===== src/lwg_pkg.sv =====
// Shared types and constants for the LCD window and glyph writer.
// No dependencies.
package lwg_pkg;

  localparam int MAX_GLYPH_WIDTH_DEF = 24;
  localparam int ROW_BITS_W          = 24;
  localparam int ROW_W               = 5;
  localparam int QUEUE_DEPTH         = 4;

  localparam logic [1:0] ACT_WINDOW = 2'd0;
  localparam logic [1:0] ACT_GLYPH  = 2'd1;
  localparam logic [1:0] ACT_PIXEL  = 2'd2;

  localparam logic [15:0] CMD_COL_ADDR  = 16'h002A;
  localparam logic [15:0] CMD_ROW_ADDR  = 16'h002B;
  localparam logic [15:0] CMD_MEM_WRITE = 16'h002C;

  typedef enum logic [1:0] {
    KIND_WINDOW = 2'd0,
    KIND_GLYPH  = 2'd1,
    KIND_PIXEL  = 2'd2
  } lwg_kind_t;

  // Window: w0 = x, w1 = x end, w2 = y, w3 = y end.
  // Glyph: w0 = fg, w1 = bg, bits, count. Pixel: w0 = packed pixel.
  typedef struct packed {
    lwg_kind_t               kind;
    logic [ROW_W-1:0]        count;
    logic [15:0]             w0;
    logic [15:0]             w1;
    logic [15:0]             w2;
    logic [15:0]             w3;
    logic [ROW_BITS_W-1:0]   bits;
  } lwg_entry_t;

endpackage


===== src/lwg_front.sv =====
// Front end: accepts drawing requests, classifies them and builds queue entries.
// Depends on lwg_pkg. Holds the glyph row width.
module lwg_front import lwg_pkg::*; #(
  parameter int MAX_GLYPH_WIDTH = MAX_GLYPH_WIDTH_DEF
) (
  input  logic                  clk,
  input  logic                  rst,
  input  logic                  in_valid,
  output logic                  in_stall,
  input  logic [1:0]            action,
  input  logic [15:0]           x,
  input  logic [15:0]           y,
  input  logic [15:0]           width,
  input  logic [15:0]           height,
  input  logic [15:0]           fg_color,
  input  logic [15:0]           bg_color,
  input  logic [ROW_BITS_W-1:0] row_bits,
  input  logic [7:0]            pixel_low,
  input  logic [7:0]            pixel_high,
  input  logic                  q_full,
  output logic                  push,
  output lwg_entry_t            push_entry
);

  localparam int CAP = (MAX_GLYPH_WIDTH < ROW_BITS_W) ? MAX_GLYPH_WIDTH : ROW_BITS_W;

  logic [ROW_W-1:0] row_width;
  logic [ROW_W-1:0] row_width_next;
  logic             take;

  assign in_stall = q_full;
  assign take     = in_valid && !q_full;

  always_comb begin
    row_width_next = row_width;
    push           = 1'b0;
    push_entry     = '0;
    push_entry.kind  = KIND_PIXEL;
    push_entry.count = row_width;
    push_entry.bits  = row_bits;
    unique case (action)
      ACT_WINDOW: begin
        push            = take;
        push_entry.kind = KIND_WINDOW;
        push_entry.w0   = x;
        push_entry.w1   = x + width - 16'd1;
        push_entry.w2   = y;
        push_entry.w3   = y + height - 16'd1;
        if (take) begin
          row_width_next = (width < 16'(CAP)) ? width[ROW_W-1:0] : ROW_W'(CAP);
        end
      end
      ACT_GLYPH: begin
        // drop rows of a zero-width window: they make no writes
        push            = take && (row_width != '0);
        push_entry.kind = KIND_GLYPH;
        push_entry.w0   = fg_color;
        push_entry.w1   = bg_color;
      end
      ACT_PIXEL: begin
        push            = take;
        push_entry.kind = KIND_PIXEL;
        push_entry.w0   = {pixel_high, pixel_low};
      end
      default: begin
        push = 1'b0;
      end
    endcase
  end

  always_ff @(posedge clk) begin
    if (rst) begin
      row_width <= ROW_W'(16);
    end else begin
      row_width <= row_width_next;
    end
  end

endmodule


===== src/lwg_queue.sv =====
// Short FIFO of classified requests between front and back ends.
// Depends on lwg_pkg.
module lwg_queue import lwg_pkg::*; #(
  parameter int DEPTH = QUEUE_DEPTH
) (
  input  logic       clk,
  input  logic       rst,
  input  logic       push,
  input  lwg_entry_t push_entry,
  output logic       full,
  input  logic       pop,
  output logic       head_valid,
  output lwg_entry_t head
);

  localparam int PW = (DEPTH > 1) ? $clog2(DEPTH) : 1;
  localparam int CW = $clog2(DEPTH + 1);

  lwg_entry_t     mem [DEPTH];
  logic [PW-1:0]  wr_ptr;
  logic [PW-1:0]  rd_ptr;
  logic [CW-1:0]  count;

  assign full       = (count == CW'(DEPTH));
  assign head_valid = (count != '0);
  assign head       = mem[rd_ptr];

  always_ff @(posedge clk) begin
    if (push) begin
      mem[wr_ptr] <= push_entry;
    end
  end

  always_ff @(posedge clk) begin
    if (rst) begin
      wr_ptr <= '0;
      rd_ptr <= '0;
      count  <= '0;
    end else begin
      if (push) begin
        wr_ptr <= (wr_ptr == PW'(DEPTH - 1)) ? '0 : wr_ptr + PW'(1);
      end
      if (pop) begin
        rd_ptr <= (rd_ptr == PW'(DEPTH - 1)) ? '0 : rd_ptr + PW'(1);
      end
      if (push && !pop) begin
        count <= count + CW'(1);
      end else if (pop && !push) begin
        count <= count - CW'(1);
      end
    end
  end

endmodule


===== src/lwg_back.sv =====
// Back end: expands the queue head into bus writes, one per cycle while not
// stalled, into an output register. Depends on lwg_pkg.
module lwg_back import lwg_pkg::*; (
  input  logic        clk,
  input  logic        rst,
  input  logic        head_valid,
  input  lwg_entry_t  head,
  output logic        pop,
  output logic        out_valid,
  input  logic        out_stall,
  output logic        is_data,
  output logic [15:0] bus_word,
  output logic        last
);

  logic [ROW_W-1:0] step;
  logic [ROW_W-1:0] pos;
  logic             advance;
  logic             fire;
  logic             d_next;
  logic [15:0]      word_next;
  logic             last_next;

  assign advance = !out_valid || !out_stall;
  assign fire    = head_valid && advance;
  assign pop     = fire && last_next;
  assign pos     = head.count - ROW_W'(1) - step;

  always_comb begin
    d_next    = 1'b1;
    word_next = head.w0;
    last_next = 1'b1;
    unique case (head.kind)
      KIND_WINDOW: begin
        last_next = 1'b0;
        unique case (step)
          ROW_W'(0): begin d_next = 1'b0; word_next = CMD_COL_ADDR; end
          ROW_W'(1): word_next = {8'h00, head.w0[15:8]};
          ROW_W'(2): word_next = head.w0;
          ROW_W'(3): word_next = {8'h00, head.w1[15:8]};
          ROW_W'(4): word_next = head.w1;
          ROW_W'(5): begin d_next = 1'b0; word_next = CMD_ROW_ADDR; end
          ROW_W'(6): word_next = {8'h00, head.w2[15:8]};
          ROW_W'(7): word_next = head.w2;
          ROW_W'(8): word_next = {8'h00, head.w3[15:8]};
          ROW_W'(9): word_next = head.w3;
          default: begin
            d_next    = 1'b0;
            word_next = CMD_MEM_WRITE;
            last_next = 1'b1;
          end
        endcase
      end
      KIND_GLYPH: begin
        word_next = head.bits[pos] ? head.w0 : head.w1;
        last_next = (step == head.count - ROW_W'(1));
      end
      KIND_PIXEL: begin
        word_next = head.w0;
      end
      default: begin
        word_next = head.w0;
      end
    endcase
  end

  always_ff @(posedge clk) begin
    if (rst) begin
      out_valid <= 1'b0;
      step      <= '0;
    end else begin
      if (advance) begin
        out_valid <= fire;
      end
      if (fire) begin
        step <= last_next ? '0 : step + ROW_W'(1);
      end
    end
  end

  always_ff @(posedge clk) begin
    if (fire) begin
      is_data  <= d_next;
      bus_word <= word_next;
      last     <= last_next;
    end
  end

endmodule


===== src/lcd_window_glyph_writer.sv =====
// LCD window and glyph writer, top level.
// Depends on lwg_pkg, lwg_front, lwg_queue, lwg_back.
//
// Input channel (in_valid / in_stall) takes one drawing request per beat:
// open window, glyph row or image pixel. Output channel (out_valid /
// out_stall) gives one 16-bit bus write per beat with its data/command flag
// and a last flag on the final write of each request.
//
// An open window makes 11 writes, a glyph row makes one write per pixel of
// the current row width (0 to 24), an image pixel makes one. The back end
// emits one write per cycle while out_stall is low, and consecutive requests
// follow without gaps. A request passes through its queue entry and then
// the output register before its first write shows. A four-entry queue
// lets the front keep taking requests while the back works; in_stall
// rises only when that queue is full. Undefined actions and glyph rows
// under a zero width are taken and dropped.
//
// Reset empties the queue and output register and sets the row width to 16.
// While out_stall is high over a valid write, that write holds and the back end waits.
module lcd_window_glyph_writer import lwg_pkg::*; #(
  parameter int MAX_GLYPH_WIDTH = MAX_GLYPH_WIDTH_DEF
) (
  input  logic                  clk,
  input  logic                  rst,
  input  logic                  in_valid,
  output logic                  in_stall,
  input  logic [1:0]            action,
  input  logic [15:0]           x,
  input  logic [15:0]           y,
  input  logic [15:0]           width,
  input  logic [15:0]           height,
  input  logic [15:0]           fg_color,
  input  logic [15:0]           bg_color,
  input  logic [ROW_BITS_W-1:0] row_bits,
  input  logic [7:0]            pixel_low,
  input  logic [7:0]            pixel_high,
  output logic                  out_valid,
  input  logic                  out_stall,
  output logic                  is_data,
  output logic [15:0]           bus_word,
  output logic                  last
);

  logic       q_full;
  logic       push;
  lwg_entry_t push_entry;
  logic       pop;
  logic       head_valid;
  lwg_entry_t head;

  lwg_front #(.MAX_GLYPH_WIDTH(MAX_GLYPH_WIDTH)) u_front (
    .clk(clk), .rst(rst),
    .in_valid(in_valid), .in_stall(in_stall),
    .action(action), .x(x), .y(y), .width(width), .height(height),
    .fg_color(fg_color), .bg_color(bg_color), .row_bits(row_bits),
    .pixel_low(pixel_low), .pixel_high(pixel_high),
    .q_full(q_full), .push(push), .push_entry(push_entry)
  );

  lwg_queue #(.DEPTH(QUEUE_DEPTH)) u_queue (
    .clk(clk), .rst(rst),
    .push(push), .push_entry(push_entry), .full(q_full),
    .pop(pop), .head_valid(head_valid), .head(head)
  );

  lwg_back u_back (
    .clk(clk), .rst(rst),
    .head_valid(head_valid), .head(head), .pop(pop),
    .out_valid(out_valid), .out_stall(out_stall),
    .is_data(is_data), .bus_word(bus_word), .last(last)
  );

endmodule


===== config.mk =====
export PLATFORM = sky130hd
export DESIGN_NAME = lcd_window_glyph_writer
export DESIGN_NICKNAME = d
export VERILOG_FILES = /design/src/lwg_pkg.sv /design/src/lwg_front.sv /design/src/lwg_queue.sv /design/src/lwg_back.sv /design/src/lcd_window_glyph_writer.sv
export SDC_FILE = /design/constraint.sdc
export NUM_CORES = 1
export LEC_CHECK = 0
export ABC_AREA = 1
export BUFFER_PORTS_ARGS = -buffer_cell sky130_fd_sc_hd__buf_2
export CORE_UTILIZATION = 55
export CTS_BUF_LIST = sky130_fd_sc_hd__clkbuf_8
export DETAILED_ROUTE_END_ITERATION = 10
export GPL_TIMING_DRIVEN = 1
export PLACE_DENSITY_LB_ADDON = 0.3
export SLEW_MARGIN = 20
export SYNTH_ARGS = -nofsm -noshare
export SYNTH_HDL_FRONTEND = slang
export SYNTH_SLANG_ARGS = --single-unit

===== constraint.sdc =====
create_clock -name clk -period 7.9 [get_ports clk]
set_clock_uncertainty 0.15 [all_clocks]
set_input_delay 0.79 -clock clk [delete_from_list [all_inputs] [get_ports clk]]
set_output_delay 0.79 -clock clk [all_outputs]
set_load 0.01 [all_outputs]

==> results.cfg <==
[power]
finalPower_w = 0.00761
power.density_nw_per_um2 = 338
ir_drop_mv = 0.271
p_leak_nw = 9.28

[global_routing]
groute.usage.overall = 0.269
grt_pass1_wl_um = 78800
grt_pass1_vias = 14500
antenna_found_initial = 0
grt_overflow = 0
grt_max_degree = 102

[finish]
nets = 2352
syn_to_final_growth_pct = 11.1
final_cell_mix = 477 x nand2_1, 398 x edfxtp_1, 239 x inv_1
antenna_cells = 0
final_common_cell = nand2_1
drive_above_1_share = 0.137

[timing]
holdWs_ns = 0.267
final.period_utilization = 0.542
tightest_slew_ns = 1.06
fmaxAchievable_mhz = 233
slew_violations = 0
layout_min_cycle_time_ns = 4.28
max_slew_margin = 0.294
setup_ws_ns = 3.62
fin_setup_tns_ns = 0
hold_violations = 0
rsz0062_at_grt = no
finalSetupViolCount = 0

[die]
num_rows = 69
initial_core_util = 0.564
ios = 162
core_um2 = 35900
die_x_um = 194
fp.dieArea_um2 = 37600
die_h_um = 194

[detailed_routing]
wl_um = 50500
final_antenna_net_count = 0
drtIter0Drc = 1286
drt_first_pass_iters = 7
route.vias.total = 15000
avgRoutedWirePerCell_um = 19.1
via_per_inst = 5.68
drc = 0

[critical_path]
r2r_cells = 16
cp-end-kind = register
crit_required_ns = 8.07
timing_worst_setup_path_type = reg2reg
cp-start-kind = register
critPathMaxFanout = 101
arrival_ns = 4.46

[placed_design]
pre_cts_slack_ns = 3.63
port_buffers = 161
dpl.hpwl_um = 33900
gp_congestion = 0.925

[flow_run]
drv_cap = 0

[clocking]
insertion_delay_ns = 0.59
hold_buffers = 0
ctsResizeCount = 0
cts_setup_buffers = 0
cts_made_buffers = 68
cts_max_level = 3
tritoncts = built
clock-sinks = 418
cts_buffer_depth = 3
clk_pin_slew_worst_paths_ns = 0.06
cts_root_buf = clkbuf_8

[synthesis]
ys_seq_area_frac = 0.610
netlist-cell-type-count = 52
synth_flop_cell = edfxtp_1
synth_cells = 1968
syn_nets = 2187
yosys_warnings = 0
async_reset_ff_frac = 0
avgSynthCellArea_um2 = 10.3
synth-edff-count = 398
netlist_area_um2 = 20200
synth_seq_cells = 418

[min_path]
holdPathStages = 1
min_path_type = in2reg

[outcome]
status = completed
## registers in the layout (all words and copies together) (netlist names), named ones only
signal	flops
u_back.bus_word	16
u_back.is_data	1
u_back.last	1
u_back.out_valid	1
u_back.step	5
u_front.row_width	5
u_queue.count	3
u_queue.mem	380
u_queue.rd_ptr	2
u_queue.wr_ptr	2
## cell families (layout without fill, tap and decap cells)
group                    Yosys count  count (layout)  share of synthesized area
AND/OR/NAND/NOR                  846             846                      0.175
AO/OA/AOI/OAI                    302             302                     0.0927
adder cells (fa/ha/maj)           77              77                     0.0491
flip-flops                       418             418                      0.610
buffers and inverters            309             522                     0.0666
XOR/XNOR                          16              16                    0.00692
## report_power, final
| part | leakage [nW] | internal (W) | switching (W) |
|---|---|---|---|
| Combinational | 4.74 | 0.000935 | 0.00220 |
| Clock | 0.686 | 0.000826 | 0.000814 |
| Sequential | 3.86 | 0.00273 | 0.0000963 |
## cells in the mapped netlist (17+ instances only)
library cell	number	area, µm²
a32o_1	20	200
nand2_1	477	1790
a21oi_1	98	490
o22ai_1	25	156
nor2_1	134	503
edfxtp_1	398	12000
clkbuf_1	36	135
nand3_1	209	1050
o21ai_0	84	420
o211ai_1	22	165
inv_1	216	811
buf_6	17	191
buf_2	18	90.1
dfxtp_1	20	400
ha_1	73	913
## routing by layer
layer | up-vias | routed length [µm] | GRT usage
met2 | 612 | 23900 | 0.440
met4 | 0 | 1500 | 0.0994
met3 | 100 | 3650 | 0.0438
met5 | - | 0 | 0
met1 | 7145 | 21400 | 0.363
li1 | 7154 | - | -
## critical path, cell delays in order (launching register included)
cell and delay (ns):
dfxtp_4 0.36, buf_4 0.73, nand2_1 0.14, a32oi_2 0.26, inv_1 0.08, ha_1 0.30, inv_1 0.07, fa_1 0.63
inv_1 0.16, nand3_1 0.11, nand3_1 0.08, nand2_1 0.12, nand3_4 0.25, nand2_4 0.30, nand2_1 0.09, nand3_1 0.07
nand3_1 0.08
## cell type report
cell class | count | area [µm²]
Inverter | 225 | 848
Timing Repair Buffer | 179 | 941
Clock buffer | 70 | 963
Sequential cell | 418 | 12400
Multi-Input combinational cell | 1241 | 6600
Fill cell | 2936 | 13400
Tap cell | 461 | 577
Clock inverter | 48 | 215
## worst paths after layout
check                                      start                            to  slack, ns
setup reg to reg                        register  u_back.bus_word[6]$_DFFE_PP_       3.62
setup / recovery                        register  u_back.bus_word[6]$_DFFE_PP_       3.62
hold reg to reg   u_queue.rd_ptr[1]$_SDFFE_PP0P_                      register       0.35
hold / removal                       row_bits[2]   u_queue.mem[2][2]$_DFFE_PP_       0.27
## through the flow
stage	util	area, µm²	cells
final	0.626	22500	2642
after global routing	0.626	22500	2642
after CTS	0.626	22500	2642
after detailed placement	0.594	21300	2524
after global placement	0.594	21300	2524
after floorplan	-	20200	1968
(Power assumes the default switching activity.)
